File: src/rtl/core/lssr_pkg.sv
// Shared types, codes and the helper function of the log stream sanitiser.
`timescale 1ns / 1ps
package lssr_pkg;

  typedef enum logic [1:0] {
    OP_DATA  = 2'd0,
    OP_MARK  = 2'd1,
    OP_FLUSH = 2'd2,
    OP_CLEAR = 2'd3
  } op_e;

  localparam int unsigned RESULT_CAP = 32;
  localparam logic [7:0] CH_ESC  = 8'h1b;
  localparam logic [7:0] CH_LBR  = 8'h5b;
  localparam logic [7:0] CH_QM   = 8'h3f;
  localparam logic [7:0] CH_NL   = 8'h0a;
  localparam logic [7:0] CH_CR   = 8'h0d;
  localparam logic [7:0] CH_TAB  = 8'h09;
  localparam logic [7:0] CH_DEL  = 8'h7f;
  localparam logic [7:0] CH_BSL  = 8'h5c;
  localparam logic [7:0] CH_SL   = 8'h2f;

  typedef struct packed {
    logic        kind;
    logic [2:0]  byte_count;
    logic [31:0] text_bytes;
  } res_t;

  // Commands from the controller to the datapath.
  typedef struct packed {
    logic accept;
    logic match_start;
    logic m_next;
    logic m_hit;
    logic k_start;
    logic k_next;
    logic decide;
    logic shift;
    logic finish;
  } cmd_t;

  // Status from the datapath to the controller.
  typedef struct packed {
    logic op_drain;
    logic loop_go;
    logic m_end;
    logic m_skip;
    logic k_eq;
    logic k_last;
    logic dec_stall;
    logic skip_one;
    logic fin_need;
    logic out_free;
  } sts_t;

  function automatic logic [7:0] fold_byte(input logic [7:0] c);
    logic [7:0] r;
    r = c;
    if (c inside {[8'h41:8'h5a]}) r = c + 8'h20;
    else if (c == CH_BSL) r = CH_SL;
    return r;
  endfunction

endpackage

File: src/rtl/core/lssr_if.sv
// Request channel interfaces for the input items and the result items.
`timescale 1ns / 1ps
interface lssr_in_if;
  logic       valid;
  logic       ready;
  logic [1:0] operation;
  logic [7:0] byte_value;
  logic       marker_end;
  modport source (output valid, operation, byte_value, marker_end, input ready);
  modport sink (input valid, operation, byte_value, marker_end, output ready);
endinterface

interface lssr_out_if;
  logic        valid;
  logic        ready;
  logic        kind;
  logic [2:0]  byte_count;
  logic [31:0] text_bytes;
  logic        last;
  modport source (output valid, kind, byte_count, text_bytes, last, input ready);
  modport sink (input valid, kind, byte_count, text_bytes, last, output ready);
endinterface

File: src/rtl/core/lssr_ram.sv
// Generic single write port, single read port RAM with registered read data.
`timescale 1ns / 1ps
module lssr_ram #(
  parameter int unsigned WIDTH = 8,
  parameter int unsigned DEPTH = 256
) (
  input  logic                     clk_i,
  input  logic                     we_i,
  input  logic [$clog2(DEPTH)-1:0] waddr_i,
  input  logic [WIDTH-1:0]         wdata_i,
  input  logic [$clog2(DEPTH)-1:0] raddr_i,
  output logic [WIDTH-1:0]         rdata_o
);
  logic [WIDTH-1:0] mem_q [DEPTH];
  logic [WIDTH-1:0] rdata_q;

  always_ff @(posedge clk_i) begin
    if (we_i) mem_q[waddr_i] <= wdata_i;
    rdata_q <= mem_q[raddr_i];
  end

  assign rdata_o = rdata_q;
endmodule

File: src/rtl/core/lssr_ctrl.sv
// Controller state machine sequencing marker search, filtering and result hand-off.
`timescale 1ns / 1ps
module lssr_ctrl (
  input  logic          clk_i,
  input  logic          rst_ni,
  input  logic          in_valid_i,
  output logic          in_ready_o,
  input  lssr_pkg::sts_t sts_i,
  output lssr_pkg::cmd_t cmd_o
);
  import lssr_pkg::*;

  localparam logic [2:0] S_IDLE   = 3'd0;
  localparam logic [2:0] S_LOOP   = 3'd1;
  localparam logic [2:0] S_MCHK   = 3'd2;
  localparam logic [2:0] S_MCMP   = 3'd3;
  localparam logic [2:0] S_DECIDE = 3'd4;
  localparam logic [2:0] S_SKIP   = 3'd5;
  localparam logic [2:0] S_FIN    = 3'd6;

  logic [2:0] state_q, state_d;

  always_comb begin
    cmd_o      = '0;
    state_d    = state_q;
    in_ready_o = (state_q == S_IDLE);
    case (state_q)
      S_IDLE: begin
        if (in_valid_i) begin
          cmd_o.accept = 1'b1;
          if (sts_i.op_drain) state_d = S_LOOP;
        end
      end
      S_LOOP: begin
        if (sts_i.loop_go) begin
          cmd_o.match_start = 1'b1;
          state_d = S_MCHK;
        end else begin
          state_d = S_FIN;
        end
      end
      S_MCHK: begin
        if (sts_i.m_end) begin
          state_d = S_DECIDE;
        end else if (sts_i.m_skip) begin
          cmd_o.m_next = 1'b1;
        end else begin
          cmd_o.k_start = 1'b1;
          state_d = S_MCMP;
        end
      end
      S_MCMP: begin
        if (!sts_i.k_eq) begin
          cmd_o.m_next = 1'b1;
          state_d = S_MCHK;
        end else if (sts_i.k_last) begin
          cmd_o.m_hit = 1'b1;
          state_d = S_MCHK;
        end else begin
          cmd_o.k_next = 1'b1;
        end
      end
      S_DECIDE: begin
        if (!sts_i.dec_stall) begin
          cmd_o.decide = 1'b1;
          state_d = S_SKIP;
        end
      end
      S_SKIP: begin
        cmd_o.shift = 1'b1;
        if (sts_i.skip_one) state_d = S_LOOP;
      end
      S_FIN: begin
        if (!sts_i.fin_need) begin
          state_d = S_IDLE;
        end else if (sts_i.out_free) begin
          cmd_o.finish = 1'b1;
          state_d = S_IDLE;
        end
      end
      default: state_d = S_IDLE;
    endcase
  end

  always_ff @(posedge clk_i or negedge rst_ni) begin
    if (!rst_ni) begin
      state_q <= S_IDLE;
    end else begin
      state_q <= state_d;
    end
  end

  a_one_cmd: assert property (@(posedge clk_i) disable iff (!rst_ni)
    $onehot0({cmd_o.accept, cmd_o.match_start, cmd_o.m_next, cmd_o.m_hit, cmd_o.k_start,
              cmd_o.k_next, cmd_o.decide, cmd_o.shift, cmd_o.finish}))
    else $error("controller issued more than one command");
  a_cmp_after_start: assert property (@(posedge clk_i) disable iff (!rst_ni)
    (state_q == S_MCMP) |-> ($past(cmd_o.k_start) || $past(cmd_o.k_next)))
    else $error("compare state entered without a read in flight");
  a_accept_idle: assert property (@(posedge clk_i) disable iff (!rst_ni)
    cmd_o.accept |-> (state_q == S_IDLE))
    else $error("request accepted outside idle");
endmodule

File: src/rtl/core/lssr_dp.sv
// Datapath: pending window, marker storage, search counters, filter and result registers.
`timescale 1ns / 1ps
module lssr_dp #(
  parameter int unsigned MAX_MARKERS    = 8,
  parameter int unsigned MAX_MARKER_LEN = 32
) (
  input  logic           clk_i,
  input  logic           rst_ni,
  input  logic [1:0]     operation_i,
  input  logic [7:0]     byte_value_i,
  input  logic           marker_end_i,
  input  lssr_pkg::cmd_t cmd_i,
  output lssr_pkg::sts_t sts_o,
  output logic           out_valid_o,
  input  logic           out_ready_i,
  output lssr_pkg::res_t out_res_o,
  output logic           out_last_o
);
  import lssr_pkg::*;

  localparam int unsigned PEND   = MAX_MARKER_LEN + 1;
  localparam int unsigned LW     = $clog2(MAX_MARKER_LEN + 1);
  localparam int unsigned CW     = $clog2(MAX_MARKER_LEN + 2);
  localparam int unsigned MW     = $clog2(MAX_MARKERS + 1);
  localparam int unsigned MIW    = (MAX_MARKERS > 1) ? $clog2(MAX_MARKERS) : 1;
  localparam int unsigned DEPTH  = MAX_MARKERS * MAX_MARKER_LEN;
  localparam int unsigned AW     = $clog2(DEPTH);
  localparam int unsigned WAW    = $clog2(PEND);
  localparam int unsigned WDEPTH = 2 ** WAW;

  logic [7:0]    win_q [PEND];
  logic [LW-1:0] len_q [MAX_MARKERS];
  logic [CW-1:0] pcnt_q;
  logic [MW-1:0] cnt_q;
  logic [LW-1:0] span_q, load_len_q, best_q, k_q, skip_q;
  logic [MW-1:0] m_q;
  logic          ovf_q, esc_q, csi_q, fin_q, hold_v_q, out_v_q, out_last_q;
  logic [5:0]    n_q;
  logic [WAW-1:0] head_q;
  res_t          hold_q, out_q;

  op_e op;
  assign op = op_e'(operation_i);
  logic acc_data, acc_mark, acc_clear;
  assign acc_data  = cmd_i.accept && (op == OP_DATA);
  assign acc_mark  = cmd_i.accept && (op == OP_MARK);
  assign acc_clear = cmd_i.accept && (op == OP_CLEAR);

  // Marker loading.
  logic          ld_room, cnt_room;
  logic [LW-1:0] ld_next;
  logic          ovf_next;
  assign ld_room  = load_len_q < LW'(MAX_MARKER_LEN);
  assign cnt_room = cnt_q < MW'(MAX_MARKERS);
  assign ld_next  = ld_room ? load_len_q + 1'b1 : load_len_q;
  assign ovf_next = ovf_q || !ld_room;

  logic          ram_we;
  logic [AW-1:0] ram_waddr, ram_raddr;
  logic [7:0]    ram_rdata;
  logic [LW-1:0] k_rd;
  assign ram_we    = acc_mark && ld_room && cnt_room;
  assign ram_waddr = AW'(cnt_q[MIW-1:0]) * AW'(MAX_MARKER_LEN) + AW'(load_len_q);
  assign k_rd      = cmd_i.k_start ? '0 : k_q + 1'b1;
  assign ram_raddr = AW'(m_q[MIW-1:0]) * AW'(MAX_MARKER_LEN) + AW'(k_rd);

  lssr_ram #(.WIDTH(8), .DEPTH(DEPTH)) u_mark_ram (
    .clk_i   (clk_i),
    .we_i    (ram_we),
    .waddr_i (ram_waddr),
    .wdata_i (byte_value_i),
    .raddr_i (ram_raddr),
    .rdata_o (ram_rdata)
  );

  // A ring copy of the window is read alongside the marker RAM during a compare.
  logic           win_we;
  logic [WAW-1:0] win_waddr, win_raddr;
  logic [7:0]     win_rdata;
  assign win_we    = acc_data && pcnt_q < CW'(PEND);
  assign win_waddr = head_q + WAW'(pcnt_q);
  assign win_raddr = head_q + WAW'(k_rd);

  lssr_ram #(.WIDTH(8), .DEPTH(WDEPTH)) u_win_ram (
    .clk_i   (clk_i),
    .we_i    (win_we),
    .waddr_i (win_waddr),
    .wdata_i (byte_value_i),
    .raddr_i (win_raddr),
    .rdata_o (win_rdata)
  );

  // Marker search.
  logic [LW-1:0] cur_len;
  assign cur_len = len_q[m_q[MIW-1:0]];

  // Front byte filter.
  logic [7:0]  c, w1, w2, w3;
  logic [2:0]  ulen, f_cnt;
  logic        u_ok, f_emit, esc_d, csi_d;
  logic [31:0] f_text;
  assign c  = win_q[0];
  assign w1 = win_q[1];
  assign w2 = win_q[2];
  assign w3 = win_q[3];

  always_comb begin
    ulen = 3'd0;
    if (c inside {[8'hc2:8'hdf]}) ulen = 3'd2;
    else if (c inside {[8'he0:8'hef]}) ulen = 3'd3;
    else if (c inside {[8'hf0:8'hf4]}) ulen = 3'd4;
    u_ok = (ulen != 3'd0) && (CW'(ulen) <= pcnt_q) && (w1 inside {[8'h80:8'hbf]})
           && ((ulen < 3'd3) || (w2 inside {[8'h80:8'hbf]}))
           && ((ulen < 3'd4) || (w3 inside {[8'h80:8'hbf]}));
    if (ulen >= 3'd3) begin
      u_ok = u_ok && !(c == 8'he0 && w1 < 8'ha0) && !(c == 8'hed && w1 >= 8'ha0)
                  && !(c == 8'hf0 && w1 < 8'h90) && !(c == 8'hf4 && w1 >= 8'h90);
    end
    esc_d  = esc_q;
    csi_d  = csi_q;
    f_emit = 1'b0;
    f_cnt  = 3'd1;
    f_text = {24'd0, c};
    if (esc_q) begin
      if (c == CH_LBR) begin
        csi_d = 1'b1;
      end else if (!csi_q || (c inside {[8'h40:8'h7e]})) begin
        esc_d = 1'b0;
        csi_d = 1'b0;
      end
    end else if (c == CH_ESC) begin
      esc_d = 1'b1;
    end else if ((c < 8'h20 && c != CH_NL && c != CH_CR && c != CH_TAB) || c == CH_DEL) begin
      f_emit = 1'b0;
    end else if (c < 8'h80) begin
      f_emit = 1'b1;
    end else if (u_ok) begin
      f_emit = 1'b1;
      f_cnt  = ulen;
      f_text = {(ulen == 3'd4) ? w3 : 8'd0, (ulen >= 3'd3) ? w2 : 8'd0, w1, c};
    end else begin
      f_emit = 1'b1;
      f_text = {24'd0, CH_QM};
    end
  end

  logic  out_free, dec_emit;
  res_t  dec_res;
  assign out_free = !out_v_q || out_ready_i;
  assign dec_emit = (best_q != '0) || f_emit;
  assign dec_res  = (best_q != '0) ? res_t'{1'b1, 3'd0, 32'd0} : res_t'{1'b0, f_cnt, f_text};

  always_comb begin
    sts_o           = '0;
    sts_o.op_drain  = (op == OP_DATA) || (op == OP_FLUSH);
    sts_o.loop_go   = (pcnt_q != '0) && (fin_q || pcnt_q > CW'(span_q))
                      && (n_q < 6'(RESULT_CAP));
    sts_o.m_end     = (m_q >= cnt_q);
    sts_o.m_skip    = (cur_len == '0) || (CW'(cur_len) > pcnt_q) || (cur_len <= best_q);
    sts_o.k_eq      = fold_byte(win_rdata) == fold_byte(ram_rdata);
    sts_o.k_last    = (k_q + 1'b1) == cur_len;
    sts_o.dec_stall = hold_v_q && dec_emit && !out_free;
    sts_o.skip_one  = (skip_q == LW'(1));
    sts_o.fin_need  = hold_v_q || fin_q;
    sts_o.out_free  = out_free;
  end

  // Payload storage without reset.
  always_ff @(posedge clk_i) begin
    if (win_we) begin
      win_q[pcnt_q[LW-1:0]] <= byte_value_i;
    end else if (cmd_i.shift) begin
      for (int i = 0; i < PEND - 1; i++) win_q[i] <= win_q[i + 1];
    end
    if (acc_mark && marker_end_i && !ovf_next && cnt_room && ld_next != '0) begin
      len_q[cnt_q[MIW-1:0]] <= ld_next;
    end
  end

  always_ff @(posedge clk_i or negedge rst_ni) begin
    if (!rst_ni) begin
      pcnt_q     <= '0;
      cnt_q      <= '0;
      span_q     <= LW'(4);
      load_len_q <= '0;
      ovf_q      <= 1'b0;
      esc_q      <= 1'b0;
      csi_q      <= 1'b0;
      fin_q      <= 1'b0;
      best_q     <= '0;
      m_q        <= '0;
      k_q        <= '0;
      skip_q     <= '0;
      n_q        <= '0;
      head_q     <= '0;
      hold_v_q   <= 1'b0;
      hold_q     <= '0;
      out_v_q    <= 1'b0;
      out_q      <= '0;
      out_last_q <= 1'b0;
    end else begin
      if (out_v_q && out_ready_i) out_v_q <= 1'b0;

      if (cmd_i.accept) begin
        fin_q <= (op == OP_FLUSH);
        n_q   <= '0;
      end
      if (win_we) pcnt_q <= pcnt_q + 1'b1;
      if (acc_mark) begin
        if (marker_end_i) begin
          if (!ovf_next && cnt_room && ld_next != '0) begin
            cnt_q <= cnt_q + 1'b1;
            if (ld_next > span_q) span_q <= ld_next;
          end
          load_len_q <= '0;
          ovf_q      <= 1'b0;
        end else begin
          load_len_q <= ld_next;
          ovf_q      <= ovf_next;
        end
      end
      if (acc_clear) begin
        cnt_q      <= '0;
        span_q     <= LW'(4);
        load_len_q <= '0;
        ovf_q      <= 1'b0;
      end

      if (cmd_i.match_start) begin
        m_q    <= '0;
        best_q <= '0;
      end
      if (cmd_i.m_next) m_q <= m_q + 1'b1;
      if (cmd_i.m_hit) begin
        m_q    <= m_q + 1'b1;
        best_q <= cur_len;
      end
      if (cmd_i.k_start) k_q <= '0;
      if (cmd_i.k_next) k_q <= k_q + 1'b1;

      if (cmd_i.decide) begin
        if (best_q != '0) begin
          skip_q <= best_q;
        end else begin
          skip_q <= LW'(f_cnt);
          esc_q  <= esc_d;
          csi_q  <= csi_d;
        end
        if (dec_emit) begin
          // The previous result is only known not to be the final one now.
          if (hold_v_q) begin
            out_v_q    <= 1'b1;
            out_q      <= hold_q;
            out_last_q <= 1'b0;
          end
          hold_q   <= dec_res;
          hold_v_q <= 1'b1;
          n_q      <= n_q + 1'b1;
        end
      end
      if (cmd_i.shift) begin
        pcnt_q <= pcnt_q - 1'b1;
        skip_q <= skip_q - 1'b1;
        head_q <= head_q + 1'b1;
      end
      if (cmd_i.finish) begin
        out_v_q    <= 1'b1;
        out_last_q <= fin_q;
        out_q      <= hold_v_q ? hold_q : res_t'{1'b0, 3'd0, 32'd0};
        hold_v_q   <= 1'b0;
      end
    end
  end

  assign out_valid_o = out_v_q;
  assign out_res_o   = out_q;
  assign out_last_o  = out_last_q;

  a_pend_bound: assert property (@(posedge clk_i) disable iff (!rst_ni)
    pcnt_q <= CW'(PEND))
    else $error("pending window overfilled");
  a_span_min: assert property (@(posedge clk_i) disable iff (!rst_ni)
    span_q >= LW'(4) && span_q <= LW'(MAX_MARKER_LEN))
    else $error("window span out of range");
  a_token_empty: assert property (@(posedge clk_i) disable iff (!rst_ni)
    (out_v_q && out_q.kind) |-> (out_q.byte_count == 3'd0 && out_q.text_bytes == 32'd0))
    else $error("redaction token carries text");
  a_cnt_bound: assert property (@(posedge clk_i) disable iff (!rst_ni)
    cnt_q <= MW'(MAX_MARKERS))
    else $error("marker count exceeds capacity");
endmodule

File: src/rtl/core/log_stream_sanitizer_redactor_core.sv
// Top level of the log stream sanitiser and redactor.
`timescale 1ns / 1ps
// Each request carries a data byte, a marker byte, a flush or a clear. Marker bytes
// and clears give no result. A data byte or a flush walks the pending window: for
// every examined front position the controller scans the loaded markers one after
// another, comparing a candidate marker byte by byte (the marker RAM gives one byte
// a cycle), then decides and shifts the window once per consumed byte. Results leave
// through a registered output stage; the result before the last is released when
// the next one is made, so the final result of a flush can carry last. The block
// holds the input ready low while it works and needs no clearing pass after reset.
module log_stream_sanitizer_redactor_core #(
  parameter int unsigned MAX_MARKERS    = 8,
  parameter int unsigned MAX_MARKER_LEN = 32
) (
  input  logic clk_i,
  input  logic rst_ni,
  lssr_in_if.sink    in_i,
  lssr_out_if.source out_o
);
  import lssr_pkg::*;

  cmd_t cmd;
  sts_t sts;
  res_t out_res;
  logic in_ready;

  lssr_ctrl u_ctrl (
    .clk_i      (clk_i),
    .rst_ni     (rst_ni),
    .in_valid_i (in_i.valid),
    .in_ready_o (in_ready),
    .sts_i      (sts),
    .cmd_o      (cmd)
  );

  lssr_dp #(
    .MAX_MARKERS    (MAX_MARKERS),
    .MAX_MARKER_LEN (MAX_MARKER_LEN)
  ) u_dp (
    .clk_i        (clk_i),
    .rst_ni       (rst_ni),
    .operation_i  (in_i.operation),
    .byte_value_i (in_i.byte_value),
    .marker_end_i (in_i.marker_end),
    .cmd_i        (cmd),
    .sts_o        (sts),
    .out_valid_o  (out_o.valid),
    .out_ready_i  (out_o.ready),
    .out_res_o    (out_res),
    .out_last_o   (out_o.last)
  );

  assign in_i.ready       = in_ready;
  assign out_o.kind       = out_res.kind;
  assign out_o.byte_count = out_res.byte_count;
  assign out_o.text_bytes = out_res.text_bytes;
endmodule

File: src/flat_wrapper.sv
// flat-port wrapper written by rule: the top's interface ports become plain ports
module log_stream_sanitizer_redactor_core_flat import lssr_pkg::*;
#(
  parameter int unsigned MAX_MARKERS    = 8,
  parameter int unsigned MAX_MARKER_LEN = 32
)
  (clk_i, rst_ni, in_i_valid, in_i_operation, in_i_byte_value, in_i_marker_end, in_i_ready, out_o_valid, out_o_kind, out_o_byte_count, out_o_text_bytes, out_o_last, out_o_ready);
  lssr_in_if in_i_i ();
  lssr_out_if out_o_i ();
  input  logic clk_i;
  input  logic rst_ni;
  input wire logic [$bits(in_i_i.valid)-1:0] in_i_valid;
  input wire logic [$bits(in_i_i.operation)-1:0] in_i_operation;
  input wire logic [$bits(in_i_i.byte_value)-1:0] in_i_byte_value;
  input wire logic [$bits(in_i_i.marker_end)-1:0] in_i_marker_end;
  output wire logic [$bits(in_i_i.ready)-1:0] in_i_ready;
  output wire logic [$bits(out_o_i.valid)-1:0] out_o_valid;
  output wire logic [$bits(out_o_i.kind)-1:0] out_o_kind;
  output wire logic [$bits(out_o_i.byte_count)-1:0] out_o_byte_count;
  output wire logic [$bits(out_o_i.text_bytes)-1:0] out_o_text_bytes;
  output wire logic [$bits(out_o_i.last)-1:0] out_o_last;
  input wire logic [$bits(out_o_i.ready)-1:0] out_o_ready;
  assign in_i_i.valid = in_i_valid;
  assign in_i_i.operation = in_i_operation;
  assign in_i_i.byte_value = in_i_byte_value;
  assign in_i_i.marker_end = in_i_marker_end;
  assign in_i_ready = in_i_i.ready;
  assign out_o_valid = out_o_i.valid;
  assign out_o_kind = out_o_i.kind;
  assign out_o_byte_count = out_o_i.byte_count;
  assign out_o_text_bytes = out_o_i.text_bytes;
  assign out_o_last = out_o_i.last;
  assign out_o_i.ready = out_o_ready;
  log_stream_sanitizer_redactor_core #(.MAX_MARKERS(MAX_MARKERS), .MAX_MARKER_LEN(MAX_MARKER_LEN)) u_core (.clk_i(clk_i), .rst_ni(rst_ni), .in_i(in_i_i), .out_o(out_o_i));
endmodule
File: config.mk
export PLATFORM = sky130hd
export DESIGN_NAME = log_stream_sanitizer_redactor_core_flat
export DESIGN_NICKNAME = d
export VERILOG_FILES = /design/src/rtl/core/lssr_pkg.sv /design/src/rtl/core/lssr_if.sv /design/src/rtl/core/lssr_ram.sv /design/src/rtl/core/lssr_ctrl.sv /design/src/rtl/core/lssr_dp.sv /design/src/rtl/core/log_stream_sanitizer_redactor_core.sv /design/src/flat_wrapper.sv
export SDC_FILE = /design/constraint.sdc
export NUM_CORES = 2
export LEC_CHECK = 0
export BUFFER_PORTS_ARGS = -buffer_cell sky130_fd_sc_hd__buf_2
export CORE_AREA = 10 10 479 481
export CTS_CLUSTER_SIZE = 24
export DETAILED_ROUTE_END_ITERATION = 12
export DIE_AREA = 0 0 489 491
export GPL_TIMING_DRIVEN = 0
export PLACE_DENSITY_LB_ADDON = 0.05
export SLEW_MARGIN = 10
export SYNTH_ARGS = -nofsm -noshare
export SYNTH_HDL_FRONTEND = slang
export SYNTH_HIERARCHICAL = 1
export SYNTH_SLANG_ARGS = --single-unit
File: constraint.sdc
create_clock -name clk_i -period 6.86 [get_ports clk_i]
set_clock_uncertainty 0.2 [all_clocks]
set_input_delay 0 -clock clk_i [delete_from_list [all_inputs] [get_ports clk_i]]
set_output_delay 0 -clock clk_i [all_outputs]
set_load 0.01 [all_outputs]
Yosys cells after proc, flatten, opt, wreduce, memory -nomap -nowiden
Memory sizes are Yosys's and may differ from the RTL's. A register that Yosys moved wholly into a read port is not among the register bits.
Cells that the tools add are included.
{"block": "op_classes", "addsub": 15, "magnitude_cmp": 37, "eq_ne": 32, "mux": 126, "bitwise_logic": 1, "reduce_logical": 91}
{"op": "two-way mux 36 bit", "count": 6}
{"op": "two-way mux 32 bit", "count": 5}
{"op": "two-way mux 6 bit", "count": 23}
{"op": "greater-or-equal comparator 8 bit, second input constant", "count": 8}
{"op": "two-way mux 1 bit", "count": 57}
{"op": "two-way mux 3 bit", "count": 19}
{"op": "two-way mux 8 bit", "count": 7}
{"op": "less-or-equal comparator 8 bit, second input constant", "count": 6}
{"op": "logical AND 1 bit", "count": 41}
{"op": "equality test 8 x 7 -> 1 bit, second input constant", "count": 4}
{"op": "equality test 8 bit, second input constant", "count": 4}
{"op": "adder 6 x 1 -> 6 bit, second input constant", "count": 5}
{"op": "two-way mux 4 bit", "count": 7}
{"op": "greater-or-equal comparator 8 x 7 -> 1 bit, second input constant", "count": 3}
{"op": "less-or-equal comparator 8 x 7 -> 1 bit, second input constant", "count": 3}
{"op": "< comparator 8 bit, second input constant", "count": 3}
{"op": "inequality test 8 x 4 -> 1 bit, second input constant", "count": 3}
{"op": "nonzero test 2 bit", "count": 12}
{"op": "case mux 3 bit (7 select lines)", "count": 1}
{"op": "greater-than comparator 6 bit", "count": 3}
{"op": "< comparator 6 bit, second input constant", "count": 3}
{"op": "nonzero test 6 bit", "count": 3}
{"op": "adder 8 x 6 -> 8 bit", "count": 2}
{"op": "adder 8 x 6 -> 8 bit, second input constant", "count": 2}
{"op": "37 further kinds", "count": 72}
{"block": "word_totals", "register_bits": 138, "ram_bits": 2872, "in_bits": 15, "output_inout_bits": 39, "elab_cells": 330, "memories": 4}
{"name": "u_core.u_dp.u_mark_ram.mem_q", "words": 256, "word_bits": 8, "read_ports": 1, "rd_clocked_by_memory_dff": 1, "wr": 1, "line_no": "lssr_ram.sv:14", "text": "logic [WIDTH-1:0] mem_q [DEPTH];"}
{"name": "u_core.u_dp.u_win_ram.mem_q", "words": 64, "word_bits": 8, "read_ports": 1, "rd_clocked_by_memory_dff": 1, "wr": 1, "line_no": "lssr_ram.sv:14"}
{"name": "u_core.u_dp.win_q", "words": 33, "word_bits": 8, "read_ports": 33, "rd_clocked_by_memory_dff": 0, "wr": 32, "line_no": "lssr_dp.sv:31", "text": "logic [7:0] win_q [PEND];"}
{"name": "u_core.u_dp.len_q", "words": 8, "word_bits": 6, "read_ports": 1, "rd_clocked_by_memory_dff": 0, "wr": 1, "line_no": "lssr_dp.sv:32", "text": "logic [LW-1:0] len_q [MAX_MARKERS];"}

Depth between registers and ports, before layout
{"block": "depth", "ltp_word": 23, "mapped_depth": 29, "depth_no_buf": 25}

Modules after synthesis
The synthesis kept the hierarchy.
{"mod": "lssr_ram at u_core.u_dp.u_mark_ram", "n_inst": 1, "cells_per_inst": 3733, "area_per_inst_um2": 79556.3, "seq_area_each_um2": 61659.1}
{"mod": "lssr_dp", "n_inst": 1, "cells_per_inst": 1537, "area_per_inst_um2": 20210.6, "seq_area_each_um2": 12748.5}
{"mod": "lssr_ram at u_core.u_dp.u_win_ram", "n_inst": 1, "cells_per_inst": 940, "area_per_inst_um2": 20166.8, "seq_area_each_um2": 15534.9}
{"mod": "lssr_ctrl", "n_inst": 1, "cells_per_inst": 49, "area_per_inst_um2": 401.6, "seq_area_each_um2": 75.1}

Worst setup path after synthesis
No wires, ideal clock.
{"block": "synth_path", "kind": "register -> register", "start": "reg u_core.u_dp.m_q[0]", "end": "reg u_core.u_dp.u_win_ram.rdata_q[3] (netlist: u_core/u_dp/u_win_ram/rdata_o[3]) (read register of u_core.u_dp.u_win_ram.mem_q)", "setup_time_ns": 0.136, "arrival_time_ns": 5.592, "t_required_ns": 6.524, "path_slack_ns": 0.932, "stages_incl_launch_ff": 28, "n_path_buf": 6, "period_less_slack_ns": 5.928, "cell_sequence": "dfrtp_1 > buf_6 > buf_4 > mux4_2 > mux2i_1 > inv_1 > ha_1 > nor2b_1 > o21a_1 > o21a_1 > o21a_1 > o21a_1 > o22ai_1 > o311ai_0 > nor2_1 > clkbuf_1 > nor2_1 > ha_1 > inv_1 > fa_1 > inv_1 > buf_4 > buf_2 > buf_2 > mux4_2 > mux4_2 > o21ai_1 > o41ai_1"}
{"item": "start, declared", "line_no": "lssr_dp.sv:36", "text": "logic [MW-1:0] m_q;"}
{"item": "start signal, assigned", "line_no": "lssr_dp.sv:233", "text": "if (cmd_i.m_next) m_q <= m_q + 1'b1;"}
{"item": "start signal, assigned", "line_no": "lssr_dp.sv:235", "text": "m_q <= m_q + 1'b1;"}
{"item": "end, declared", "line_no": "lssr_ram.sv:15", "text": "logic [WIDTH-1:0] rdata_q;"}

==> impl_metrics.tcl <==
set metrics [dict create \
    synth_edf_count 2872 \
    cts_root_buf "clkbuf_16" \
    synth-seq-cells 3026 \
    syn-cell-area_mm2 0.120 \
    holdCritPathClass "in2reg" \
    detail_route.wl_per_cell_um 35.1 \
    end_kind "flop" \
    hold_slack_ns 0.112 \
    cp.required_ns 7.45 \
    cts.sinks 3026 \
    grt_pass1_vias 64100 \
    final_layout_size_suffix_gt1_share_pct 23.4 \
    drtIter0Drc 8974 \
    crit_start "u_core/u_dp/m_q[0]$_DFFE_PN0P_" \
    crit_type "reg2reg" \
    yosysTopAreaCell "edfxtp_1" \
    leakagePower_nw 46.1 \
    antenna_found_initial 19 \
    die_width_um 489 \
    synth.most_common_cell "edfxtp_1" \
    cts_tree "built" \
    clock_latency_ns 0.95 \
    ys_top_cells_by_count "edfxtp_1 (2872), mux4_2 (592), nor2_1 (450), a21o_1 (263), clkbuf_1 (190)" \
    nets 6795 \
    stdcell_area_mm2 0.137 \
    place_ws_ns -2.56 \
    hold_path_startpoint "in_i_operation[1]" \
    slowest_stage "and2_1" \
    htreeDepth 5 \
    syn-instance-count 6259 \
    async_flop_share_pct 4.56 \
    rows 172 \
    min_period_ns 6.80 \
    fin_crit_sh_pct 99.1 \
    area_delta_synth_final_pct 14.2 \
    ir_worst_vdd_uv 284 \
    critPathArrivalTime_ns 7.39 \
    firstDrtPassIters 6 \
    synth_flop_cell "edfxtp_1" \
    synth.top_cells.by_area "edfxtp_1 (72%), mux4_2 (11%), dfrtp_1 (2.8%)" \
    outcome "finished, final reports clean" \
    slew_violations 0 \
    yosysSeqAreaShare_pct 74.8 \
    drt-total-wl_um 345000 \
    grt_start_max_net_pins 145 \
    cpMostUsedCell "o21a_1" \
    track_usage_pct 28.4 \
    syn-num-nets 6336 \
    synth_top_area_share_pct 71.7 \
    gp_congestion 0.959 \
    cts_buffers 320 \
    hold_violations 0 \
    grt_pass1_wl_um 485000 \
    port_buffers 53 \
    fillers 15300 \
    synth_cell_types 103 \
    setup_viol 0 \
    multi_input_area_mm2 0.0291 \
    fin_tns_setup_ns 0 \
    path_clk_slew_ns 0.06 \
    setup_ws_ns 0.0633 \
    p_per_area_mw_per_mm2 410 \
    start_util_pct 54.9 \
    grt-ovfl-total 0 \
    cap_violations 0 \
    path_max_fanout 10 \
    seq_area_mm2 0.0900 \
    clockBufferDepth 4 \
    core_area_mm2 0.219 \
    dp_hpwl_um 228000 \
    path_cells "buf_6 > buf_8 > mux4_2 > mux2i_4 > inv_1 > ha_1 > nor2b_1 > o21a_1 > o21a_1 > o21a_1 > o21a_1 > o22ai_2 > o311ai_4 > nor2_2 > clkbuf_8 > nor2_2 > buf_2 > and2_1 > clkbuf_2 > a22oi_1 > a21oi_1 > nor4_4 > nor4_4" \
    tightest_slew_ns 1.44 \
    critPathMaxStageDelay_ns 0.60 \
    fp.dieArea_mm2 0.240 \
    drc_errors 0 \
    slew_headroom_pct 3.74 \
    ant_nets 0 \
    die_h_um 491 \
    vias 66100 \
    io_pins 54 \
    placed_area_mm2 0.125 \
    crit_path_start_kind "flop" \
    yosysWarnings 6 \
    syn_area_per_cell_um2 19.2 \
    r2r_start "u_core/u_dp/m_q[0]$_DFFE_PN0P_" \
    viasPerCell 6.73 \
    max_freq_ghz 0.147 \
]
## cells in the final DEF (no fill, tap or decap), drive strengths merged, types with 59 or more instances in the layout
cell type  instances
a21oi            138
ha                59
nor2b             59
mux4             594
edfxtp          2872
mux2i            170
a22o              60
nand3             74
clkinv           115
a21o             263
buf              307
clkbuf           580
inv               68
a22oi            137
o21ai            101
dfrtp            137
nand2            122
nor2             451
## cell families after synthesis
kind of cell / count (synthesis) / synth area share, %
adders and majority gates: 62 / 0.663
buffers and inverters: 455 / 2.10
xor gates and xnor gates: 50 / 0.364
AOI/OAI and AO/OA: 960 / 5.73
DFF: 3026 / 74.8
muxes: 783 / 12.7
and+or+nand+nor: 923 / 3.60
## area by class of cell
cell class | instances | share of cell area, %
flip-flops and latches | 3026 | 65.5
multi-input cells | 2778 | 21.2
clock buffers | 393 | 6.21
well taps | 2871 | 2.61
plain buffers | 389 | 2.00
repair buffers | 141 | 1.28
clock inverters | 156 | 1.01
inverters | 62 | 0.169
diodes | 10 | 0.0182
## final timing paths
check / end / slack [ns] / cells after the start
worst max-delay path: u_core/u_dp/u_mark_ram/rdata_o[4]$_DFF_P_ / 0.06 / 23
worst min-delay path: u_core/u_dp/cnt_q[1]$_DFFE_PN0P_ / 0.11 / 4
worst max register to register: u_core/u_dp/u_mark_ram/rdata_o[4]$_DFF_P_ / 0.06 / 23
worst min register to register: u_core/u_dp/hold_q[7]$_DFFE_PN0P_ / 0.28 / 2
max in group asynchronous: u_core/u_dp/span_q[2]$_DFFE_PN1P_ / 5.19 / 6
min in group asynchronous: u_core/u_dp/out_res_o[18]$_DFFE_PN0P_ / 0.52 / 5
## power breakdown
| part | total, mW | internal, mW | switching (mW) |
|---|---|---|---|
| clock network | 16.6 | 9.73 | 6.91 |
| registers | 21.3 | 20.9 | 0.372 |
| logic | 18.4 | 7.53 | 10.9 |
## repair_timing
action,in CTS,in global routing
hold buffers,43,0
setup endpoints to repair,16,16
pin swaps,27,25
hold endpoints to repair,2813,0
setup buffers,2,9
resized for setup,342,106
## critical path, delay by kind of cell, from the launching register on
kind,cells,cell delay [ns]
simple gates,6,1.88
compound gates,8,1.44
mux,2,0.78
fa+ha+maj,1,0.31
buf+inv,6,1.60
flops,1,0.39
## sequential cells by signal, summed over array words and instances, names as in the netlist, 3 cells and up
name                            count
u_core/u_dp/span_q                  6
u_core/u_dp/u_win_ram/mem_q       512
u_core/u_dp/out_res_o              36
u_core/u_dp/pcnt_q                  6
u_core/u_dp/u_mark_ram/rdata_o      8
u_core/u_dp/head_q                  6
u_core/u_dp/load_len_q              6
u_core/u_dp/cnt_q                   4
u_core/u_dp/u_mark_ram/mem_q     2048
u_core/u_dp/best_q                  6
u_core/u_dp/hold_q                 36
u_core/u_ctrl/state_q               3
u_core/u_dp/n_q                     6
u_core/u_dp/len_q                  48
u_core/u_dp/m_q                     4
u_core/u_dp/k_q                     6
u_core/u_dp/u_win_ram/rdata_o       8
u_core/u_dp/win_q                 264
u_core/u_dp/skip_q                  6
## per-stage QoR
stage,instances,power (mW),util [%]
6_report,9826,56.3,62.6
5_1_grt,9820,58.1,62.6
4_1_cts,9806,56.1,62.4
3_5_place_dp,9216,38.9,57.1
3_3_place_gp,9183,38.8,56.6
2_1_floorplan,6259,32.6,-
## layer usage
metal  vias to the layer above  track usage, %  share of wire, %  wire length, um
met5                         -           0.845             0.053              183
met4                        10            10.1               3.9            13600
met3                       662            7.91                12            40700
met2                      3730            41.0                44           152000
met1                     35200            41.7                40           138000
li1                      26500               -                 -                -
(Power assumes the default switching activity.)
